[src/rtl/spq_pkg.sv]
// Shared types and constants for the sorted priority queue.
// Used by spq_cell and sorted_priority_queue; no dependencies.
package spq_pkg;

  localparam int CAPACITY = 16;
  localparam int CNT_W    = $clog2(CAPACITY + 1);
  localparam int IDX_W    = $clog2(CAPACITY);
  localparam int VAL_W    = 32;
  localparam int PRI_W    = 16;

  // operation codes on the input channel
  localparam logic [1:0] OP_ENQ = 2'd0;
  localparam logic [1:0] OP_DEQ = 2'd1;
  localparam logic [1:0] OP_TRV = 2'd2;

  // result status codes
  localparam logic [2:0] ST_ENQ   = 3'd0;
  localparam logic [2:0] ST_DEQ   = 3'd1;
  localparam logic [2:0] ST_OVF   = 3'd2;
  localparam logic [2:0] ST_UNF   = 3'd3;
  localparam logic [2:0] ST_TRV   = 3'd4;
  localparam logic [2:0] ST_EMPTY = 3'd5;

  // per-cycle command broadcast to every cell
  localparam logic [1:0] CMD_HOLD = 2'd0;
  localparam logic [1:0] CMD_INS  = 2'd1;
  localparam logic [1:0] CMD_DEQ  = 2'd2;
  localparam logic [1:0] CMD_ROT  = 2'd3;

  typedef struct packed {
    logic signed [VAL_W-1:0] value;
    logic signed [PRI_W-1:0] prio;
  } entry_t;

  typedef struct packed {
    logic [1:0] kind;
    entry_t     item;
  } cell_ctl_t;

endpackage

[src/rtl/spq_cell.sv]
// One slot of the sorted queue chain: holds an entry and trades it with neighbors.
// Depends on spq_pkg.
module spq_cell import spq_pkg::*; (
  input  logic      clk,
  input  cell_ctl_t ctl,
  input  logic      occupied,   // slot index below current count
  input  logic      is_tail,    // slot holds the last stored entry
  input  logic      left_keep,  // left neighbor keeps its entry on insert
  input  entry_t    left_q,
  input  entry_t    right_q,
  input  entry_t    head_q,
  output logic      keep,
  output entry_t    q
);

  entry_t data_r;
  entry_t data_nxt;

  // ties stay ahead of the new entry, so <= keeps arrival order
  assign keep = occupied && ($signed(data_r.prio) <= $signed(ctl.item.prio));
  assign q    = data_r;

  always_comb begin
    data_nxt = data_r;
    case (ctl.kind)
      CMD_INS: begin
        if (!keep) begin
          data_nxt = left_keep ? ctl.item : left_q;
        end
      end
      CMD_DEQ: data_nxt = right_q;
      CMD_ROT: data_nxt = is_tail ? head_q : right_q;
      default: data_nxt = data_r;
    endcase
  end

  always_ff @(posedge clk) begin
    data_r <= data_nxt;
  end

endmodule

[src/rtl/sorted_priority_queue.sv]
// Sorted priority queue: enqueue/dequeue, traverse one word per cycle unless stalled.
// Enqueue, dequeue and error results appear the cycle after accept.
// One enqueue/dequeue per cycle if not stalled; traverse holds input to its last word.
// Each cycle the cell chain holds, shifts, inserts or rotates by one slot in parallel.
// Reset (rst_n, sync, active low) empties the queue; no clearing pass is needed.
// Depends on spq_pkg and spq_cell.
module sorted_priority_queue import spq_pkg::*; (
  input  logic                    clk,
  input  logic                    rst_n,
  input  logic                    in_valid,
  output logic                    in_ready,
  input  logic [1:0]              in_operation,
  input  logic signed [VAL_W-1:0] in_item_value,
  input  logic signed [PRI_W-1:0] in_item_priority,
  output logic                    out_valid,
  input  logic                    out_ready,
  output logic [2:0]              out_status,
  output logic signed [VAL_W-1:0] out_value,
  output logic signed [PRI_W-1:0] out_priority,
  output logic                    out_last
);

  logic [CNT_W-1:0] count_r, count_nxt;
  logic             trv_busy_r, trv_busy_nxt;
  logic [IDX_W-1:0] trv_idx_r, trv_idx_nxt;
  logic             out_valid_r, out_valid_nxt;
  logic [2:0]       out_status_r, out_status_nxt;
  entry_t           out_item_r, out_item_nxt;
  logic             out_last_r, out_last_nxt;

  cell_ctl_t ctl;
  entry_t    cell_q    [CAPACITY];
  entry_t    left_q    [CAPACITY];
  entry_t    right_q   [CAPACITY];
  logic      keep      [CAPACITY];
  logic      left_keep [CAPACITY];

  logic out_free;
  logic in_acc;
  logic full;
  logic empty;
  logic trv_last;

  assign out_free = !out_valid_r || out_ready;
  assign in_ready = !trv_busy_r && out_free;
  assign in_acc   = in_valid && in_ready;
  assign full     = (count_r == CNT_W'(CAPACITY));
  assign empty    = (count_r == '0);
  assign trv_last = ((CNT_W'(trv_idx_r) + CNT_W'(1)) == count_r);

  genvar i;
  generate
    for (i = 0; i < CAPACITY; i++) begin : g_cell
      if (i == 0) begin : g_first
        assign left_q[i]    = cell_q[i];
        assign left_keep[i] = 1'b1;
      end else begin : g_mid
        assign left_q[i]    = cell_q[i-1];
        assign left_keep[i] = keep[i-1];
      end
      if (i == CAPACITY - 1) begin : g_end
        assign right_q[i] = cell_q[i];
      end else begin : g_inner
        assign right_q[i] = cell_q[i+1];
      end

      spq_cell u_cell (
        .clk       (clk),
        .ctl       (ctl),
        .occupied  (CNT_W'(i) < count_r),
        .is_tail   (count_r == CNT_W'(i + 1)),
        .left_keep (left_keep[i]),
        .left_q    (left_q[i]),
        .right_q   (right_q[i]),
        .head_q    (cell_q[0]),
        .keep      (keep[i]),
        .q         (cell_q[i])
      );
    end
  endgenerate

  always_comb begin
    ctl.kind       = CMD_HOLD;
    ctl.item.value = in_item_value;
    ctl.item.prio  = in_item_priority;
    count_nxt      = count_r;
    trv_busy_nxt   = trv_busy_r;
    trv_idx_nxt    = trv_idx_r;
    out_valid_nxt  = out_valid_r && !out_ready;
    out_status_nxt = out_status_r;
    out_item_nxt   = out_item_r;
    out_last_nxt   = out_last_r;

    if (trv_busy_r) begin
      if (out_free) begin
        ctl.kind       = CMD_ROT;
        out_valid_nxt  = 1'b1;
        out_status_nxt = ST_TRV;
        out_item_nxt   = cell_q[0];
        out_last_nxt   = trv_last;
        trv_idx_nxt    = trv_idx_r + IDX_W'(1);
        if (trv_last) begin
          trv_busy_nxt = 1'b0;
        end
      end
    end else if (in_acc) begin
      out_item_nxt = '0;
      out_last_nxt = 1'b1;
      case (in_operation)
        OP_ENQ: begin
          out_valid_nxt = 1'b1;
          if (full) begin
            out_status_nxt = ST_OVF;
          end else begin
            ctl.kind       = CMD_INS;
            count_nxt      = count_r + CNT_W'(1);
            out_status_nxt = ST_ENQ;
          end
        end
        OP_DEQ: begin
          out_valid_nxt = 1'b1;
          if (empty) begin
            out_status_nxt = ST_UNF;
          end else begin
            ctl.kind       = CMD_DEQ;
            count_nxt      = count_r - CNT_W'(1);
            out_status_nxt = ST_DEQ;
            out_item_nxt   = cell_q[0];
          end
        end
        OP_TRV: begin
          out_valid_nxt = 1'b1;
          if (empty) begin
            out_status_nxt = ST_EMPTY;
          end else begin
            // first word goes out now; rest rotate through the head
            ctl.kind       = CMD_ROT;
            out_status_nxt = ST_TRV;
            out_item_nxt   = cell_q[0];
            out_last_nxt   = (count_r == CNT_W'(1));
            trv_busy_nxt   = (count_r != CNT_W'(1));
            trv_idx_nxt    = IDX_W'(1);
          end
        end
        default: begin
          // unused code: no word, no state change
          out_valid_nxt = out_valid_r && !out_ready;
          out_item_nxt  = out_item_r;
          out_last_nxt  = out_last_r;
        end
      endcase
    end
  end

  always_ff @(posedge clk) begin
    if (!rst_n) begin
      count_r     <= '0;
      trv_busy_r  <= 1'b0;
      trv_idx_r   <= '0;
      out_valid_r <= 1'b0;
    end else begin
      count_r     <= count_nxt;
      trv_busy_r  <= trv_busy_nxt;
      trv_idx_r   <= trv_idx_nxt;
      out_valid_r <= out_valid_nxt;
    end
  end

  always_ff @(posedge clk) begin
    out_status_r <= out_status_nxt;
    out_item_r   <= out_item_nxt;
    out_last_r   <= out_last_nxt;
  end

  assign out_valid    = out_valid_r;
  assign out_status   = out_status_r;
  assign out_value    = out_item_r.value;
  assign out_priority = out_item_r.prio;
  assign out_last     = out_last_r;

  a_count_bound: assert property (@(posedge clk) disable iff (!rst_n)
    count_r <= CNT_W'(CAPACITY))
    else $error("entry count above capacity");

  a_trv_idx: assert property (@(posedge clk) disable iff (!rst_n)
    trv_busy_r |-> (CNT_W'(trv_idx_r) < count_r))
    else $error("traverse index past tail");

  a_enq_count: assert property (@(posedge clk) disable iff (!rst_n)
    (in_acc && in_operation == OP_ENQ && !full) |=>
      (count_r == $past(count_r) + CNT_W'(1)) && out_valid_r && out_status_r == ST_ENQ)
    else $error("enqueue did not grow the queue");

  a_deq_head: assert property (@(posedge clk) disable iff (!rst_n)
    (in_acc && in_operation == OP_DEQ && !empty) |=>
      out_valid_r && out_status_r == ST_DEQ && out_item_r == $past(cell_q[0]))
    else $error("dequeue did not return the head");

  a_trv_end: assert property (@(posedge clk) disable iff (!rst_n)
    (trv_busy_r && out_free && trv_last) |=> !trv_busy_r && out_last_r)
    else $error("traverse did not finish on the tail");

endmodule

[config.mk]
export PLATFORM = sky130hd
export DESIGN_NAME = sorted_priority_queue
export DESIGN_NICKNAME = d
export VERILOG_FILES = /design/src/rtl/spq_pkg.sv /design/src/rtl/spq_cell.sv /design/src/rtl/sorted_priority_queue.sv
export SDC_FILE = /design/constraint.sdc
export NUM_CORES = 2
export LEC_CHECK = 0
export ABC_CLOCK_PERIOD_IN_PS = 5900
export BUFFER_PORTS_ARGS = -buffer_cell sky130_fd_sc_hd__buf_4
export CELL_PAD_IN_SITES_DETAIL_PLACEMENT = 2
export CELL_PAD_IN_SITES_GLOBAL_PLACEMENT = 2
export CORE_UTILIZATION = 35
export CTS_CLUSTER_DIAMETER = 80
export CTS_CLUSTER_SIZE = 14
export DETAILED_ROUTE_END_ITERATION = 10
export GPL_TIMING_DRIVEN = 0
export PLACE_DENSITY_LB_ADDON = 0.3
export REMOVE_ABC_BUFFERS = 1
export SLEW_MARGIN = 20
export SYNTH_ARGS = -nofsm -noshare
export SYNTH_HDL_FRONTEND = slang
export SYNTH_SLANG_ARGS = --single-unit
[constraint.sdc]
create_clock -name clk -period 5.9 [get_ports clk]
set_input_delay 0 -clock clk [delete_from_list [all_inputs] [get_ports clk]]
set_output_delay 0 -clock clk [all_outputs]
set_load 0.02 [all_outputs]
Word-level counts from Yosys, hierarchy flattened
Index checks and enable logic that the tools add are counted.
- order comparisons: 32
- mux-type cells: 105
- eq/ne operators: 45
- reductions and logical operators: 57
- bitwise gates (word level): 1
- $add $sub $neg: 4
- operator list (cell ; number):
    2-to-1 mux 48 bit ; 51
    one-hot mux 48 bit (3 select lines) ; 15
    <= comparator 16 bit ; 16
    one-hot mux 48 bit (2 select lines) ; 2
    == test 5 x 4 -> 1 bit, second input constant ; 8
    < comparator 4 x 5 -> 1 bit, first input constant ; 8
    inequality test 2 bit, second input constant ; 20
    AND reduction 2 bit ; 14
    == test 5 x 3 -> 1 bit, second input constant ; 4
    < comparator 3 x 5 -> 1 bit, first input constant ; 4
    2-to-1 mux 4 bit ; 5
    logical AND 1 bit ; 19
    2-to-1 mux 1 bit ; 16
    AND reduction 3 bit ; 5
    2-to-1 mux 2 bit ; 7
    == test 5 x 2 -> 1 bit, second input constant ; 2
    < comparator 1 x 5 -> 1 bit, first input constant ; 2
    < comparator 2 x 5 -> 1 bit, first input constant ; 2
    2-to-1 mux 5 bit ; 2
    one-hot mux 5 bit (2 select lines) ; 1
    2-to-1 mux 3 bit ; 3
    one-hot mux 3 bit (3 select lines) ; 1
    nonzero test 3 bit ; 3
    nonzero test 2 bit ; 4
    other kinds (23) ; 30
- input port bits: 54
- output and inout bits: 54
- bits in registers: 831
- logic and storage cells: 284

Depth between registers and ports, before layout
- depth in word-level cells: 9
- mapped depth: 14
- mapped depth without buffers: 9

By module
Synthesis repeated with hierarchy kept, for this count alone.
- cell total of the unflattened synthesis: 5565
- area, all modules: 57756.6 um2
- modules (own cells, without submodules) (module ; area an instance (um2) ; times used ; sequential area each (um2) ; cells each):
    spq_cell at g_cell[0].u_cell ... ; 3459.6 ; 8 ; 1441.4 ; 335
    spq_cell at g_cell[2].u_cell ... ; 3365.7 ; 8 ; 1441.4 ; 325
    sorted_priority_queue ; 3154.3 ; 1 ; 1781.7 ; 285

Worst setup path before layout
No wires, ideal clock.
- kind: register to register
- start point: register count_r[0]
- end point: register g_cell[15].u_cell.data_r (netlist bit g_cell[15].u_cell.q[0]) (enable)
- path slack: -0.519 ns
- data arrival time: 5.907 ns
- required time: 5.387 ns
- stages on the path, launching flop included: 14
- path buffers: 6
- period minus slack after synthesis: 6.419 ns
- cells stage by stage: dfxtp_1 clkbuf_1 inv_1 ha_1 buf_2 or4b_4 and2_4 a21oi_4 buf_4 buf_6 buf_2 buf_2 a31oi_1 nor3_1
- word-level cells in the longest chain between the ends: 8
- elaborated cells on any way between the ends: 16
- classes of those cells: order compare (1); eq/ne (5); mux (6); reduce/logical (4)
- RTL lines (what ; line ; text):
    start: declaration ; sorted_priority_queue.sv:23 ; logic [CNT_W-1:0] count_r, count_nxt;
    start signal: assignment ; sorted_priority_queue.sv:162 ; count_r <= count_nxt;
    == test 5 bit / zero test 5 bit (equally long branches) ; sorted_priority_queue.sv:47, sorted_priority_queue.sv:71, sorted_priority_queue.sv:48 ;
    2-to-1 mux 1 bit (tied with other cells) ; sorted_priority_queue.sv:112 ; if (full) begin
    one-hot mux 2 bit (3 select lines) ; sorted_priority_queue.sv:109 ; case (in_operation)
    2-to-1 mux 2 bit ; sorted_priority_queue.sv:106 ; end else if (in_acc) begin
    2-to-1 mux 2 bit ; sorted_priority_queue.sv:94 ; if (trv_busy_r) begin
    == test 2 bit / == test 2 x 1 -> 1 bit (equally long branches) ; spq_cell.sv:25 ; case (ctl.kind)
    inequality test 2 x 1 -> 1 bit (no line) (tied with other cells) ; -- ;
    AND reduction 3 bit (no line) * ; -- ;
    end signal: assignment ; spq_cell.sv:38 ; data_r <= data_nxt;
    end: declaration ; spq_cell.sv:16 ; entry_t data_r;
Mark *: on every way between the ends. The rest lies on a longest branch, timed or not.
A chain may end at the register's enable or synchronous reset.

==> results.tsv <==
metric	value	unit
Avg Inst Size Synth	10.4	sq um
largest net degree at the start of global routing	61	
R2R depth	18	
starting DRC count in detailed routing	8207	
Synth cell types	73	
DRT antenna net count	0	
Post-Syn Area	51500	sq um
Seq/Total Area, Yosys	48.3	%
r2r endpoint	g_cell[5].u_cell.q[30]	
leakage power	0.0218	uW
clk sink count	831	
dpl cell area	59200	sq um
num ports	108	
Reg clk slew, reported paths	70	ps
endpoint of the worst hold path	out_status[2]	
Clock Skew	40.6	ps
vias in the first global route	52500	
DRC Markers	0	
share of layout cells above drive strength 1	12.8	%
Total GRT Usage	35.0	%
CTS root buf	clkbuf_16	
asr flop ratio synth	0	%
Crit Path Max Fanout	26	
Die Ht	385	um
Worst Setup Path Type	reg2reg	
hold depth	4	
GPL Wtd Cong	0.872	
Hold Path Origin	in_operation[0]	
Clock Tree Buf Depth	3	
fin. max-slew vios	0	
antenna violations before repair	9	
Slew @ Worst Pin	1190	ps
Seq cells post-synth	831	
Vias	50300	
Post-synth EDFFs	820	
pwr dens	296	nW/um^2
R2R Setup Slk	190	ps
most frequent cells in the layout	edfxtp_1, nand2_1, a222oi_1	
DRT Wirelength	266000	um
CTS tree	done	
area of the die	149000	sq um
clk_lat worst skew	730	ps
Die Wd	385	um
Avg WL per Cell	38.9	um
worst hold path class	in2reg	
final setup violation count	0	
H-tree depth reported by CTS	3	
critical path endpoint category	flip-flop	
DRT Pass-1 Iters	10	
post-synthesis cell count	4966	
FILL cells	14700	
total CTS buffers	78	
FMAX	175	MHz
Post-Layout Inst Area	62200	sq um
Power Total	18400	uW
post-layout util	42.7	%
RR Startpoint	count_r[0]	
Initial Utilization	35.3	%
Max rail drop VDD	0.185	mV
Final Hold Vio Count	0	
placeable core area	146000	sq um
Req. time, crit path	6470	ps
GR Overflow Total	0	
fin crit period	5710	ps
Tcrit/Tclk final	96.8	%
setup TNS	0	ps
startpoint types	flip-flop	
DPL Wire Length	191000	um
Worst EP arrival	6280	ps
Via density	7.35	
first-pass GRT wire length	380000	um
max cap viols	0	
Synth Flop Type	edfxtp_1	
most common cell after layout, fill and taps aside	edfxtp_1	
Warnings, synthesis	0	
Slew headroom	20.6	%
status	finished, final reports clean	
Core Rows	140	
area grow syn2layout	20.8	%
buffers added on ports	107	
nets	5213	
RSZ-0062 raised after global routing	false	
critical path: stages, from the launching register on:
cell and delay [ps]:
dfxtp_1 550, inv_1 400, ha_1 560, or4b_4 580, and2_4 220, a21oi_4 530, buf_8 260, buf_16 190
buf_16 190, buf_16 200, buf_16 190, buf_16 190, buf_16 190, buf_16 190, buf_16 180, buf_16 170
and2_1 350, a222oi_1 170, o21ai_1 150
per-layer routing:
layer | part of all wire, % | track usage [%] | up-vias
li1 | - | - | 19900
met1 | 38 | 44.3 | 26000
met2 | 45 | 54.9 | 3371
met3 | 10 | 7.42 | 1044
met4 | 6.8 | 21.0 | 4
met5 | 0.0083 | 0 | -
state kept, by name, indices dropped and copies added, names as in the netlist:
register / count
out_priority: 16
out_last: 1
out_value: 32
trv_idx_r: 4
trv_busy_r: 1
out_status: 3
count_r: 5
out_valid: 1
g_cell.u_cell.q: 768
logic make-up after synthesis:
kind of cell	count (synthesis)	synth area share (%)
DFF	831	48.3
xor gates and xnor gates	9	0.153
muxes	49	0.953
buffers and inverters	686	5.43
AOI/OAI and AO/OA	1720	26.1
and+or+nand+nor	1404	12.6
adders and majority gates	267	6.49
worst max path at each step:
stage / cells after the start / from / to / slack [ps]
4_1_cts: 18 / count_r[0] / g_cell[5].u_cell.q[30] / 260
5_1_grt: 18 / count_r[0] / g_cell[5].u_cell.q[30] / 10
3_5_place_dp: 19 / count_r[0] / g_cell[14].u_cell.q[30] / 340
3_3_place_gp: 6 / count_r[0] / g_cell[1].u_cell.q[27] / -44460
6_report: 18 / count_r[0] / g_cell[5].u_cell.q[30] / 190
2_1_floorplan: 6 / count_r[0] / g_cell[10].u_cell.q[0] / -11170
Yosys cell counts, types with 7 or more instances:
| cell | n | area, sq um |
|---|---|---|
| and3_1 | 15 | 93.8 |
| o21ai_1 | 68 | 340 |
| nor2_1 | 68 | 255 |
| a211o_1 | 9 | 78.8 |
| a22o_1 | 9 | 78.8 |
| o221a_2 | 49 | 552 |
| nand2_1 | 729 | 2740 |
| o2111ai_1 | 48 | 420 |
| a22oi_1 | 195 | 1460 |
| o21ai_0 | 330 | 1650 |
| edfxtp_1 | 820 | 24600 |
| nor2b_1 | 72 | 450 |
| a211oi_1 | 12 | 90.1 |
| buf_1 | 25 | 93.8 |
| o31ai_1 | 10 | 75.1 |
| a221o_1 | 150 | 1500 |
| or2_2 | 9 | 56.3 |
| mux2i_1 | 49 | 490 |
| buf_2 | 129 | 646 |
| or3_1 | 50 | 313 |
| nor3_1 | 16 | 80.1 |
| a21oi_1 | 75 | 375 |
| o21bai_1 | 13 | 97.6 |
| o22ai_1 | 10 | 62.6 |
| nand2b_1 | 14 | 87.6 |
| clkbuf_1 | 424 | 1590 |
| o211ai_1 | 203 | 1520 |
| or4_1 | 13 | 97.6 |
| and2_1 | 44 | 275 |
| a21o_1 | 41 | 308 |
| o21a_1 | 17 | 128 |
| inv_1 | 98 | 368 |
| dfxtp_1 | 11 | 220 |
| a222oi_1 | 427 | 4270 |
| a31oi_1 | 25 | 156 |
| nand3_1 | 306 | 1530 |
| xnor2_1 | 7 | 61.3 |
| nand4_1 | 45 | 282 |
| and4_1 | 7 | 61.3 |
| ha_1 | 267 | 3340 |
what timing repair did:
action / in CTS / in global routing
hold buffers: 55 / 0
endpoints found under the hold margin: 533 / 0
resized for setup: 0 / 0
buffers inserted: 0 / 0
metrics by stage:
stage / instances / setup WS [ps] / hold slack (ps)
after floorplan: 4378 / -11170 / 122
after global placement: 6402 / -44460 / 325
after detailed placement: 6674 / 338 / 336
after CTS: 6845 / 263 / 82.2
after global routing: 6846 / 10.5 / 173
final: 6847 / 189 / 128
cell type report:
type | instances | area (sq um) | area share [%]
sequential | 831 | 24800 | 40.0
multi-input combinational | 3449 | 24600 | 39.6
timing repair buffer | 434 | 7580 | 12.2
tap | 1917 | 2400 | 3.86
clock buffer | 89 | 2070 | 3.32
inverter | 98 | 368 | 0.592
clock inverter | 27 | 313 | 0.503
antenna | 2 | 5.00 | 0.00805
report_power, final:
| part | leakage (uW) | internal (uW) | switching [uW] |
|---|---|---|---|
| clock network | 0.00115 | 2690 | 2640 |
| registers | 0.00762 | 7390 | 618 |
| logic | 0.0131 | 1920 | 3170 |
| total | 0.0218 | 12000 | 6430 |
No activity file was read; power rests on OpenSTA's default activity.
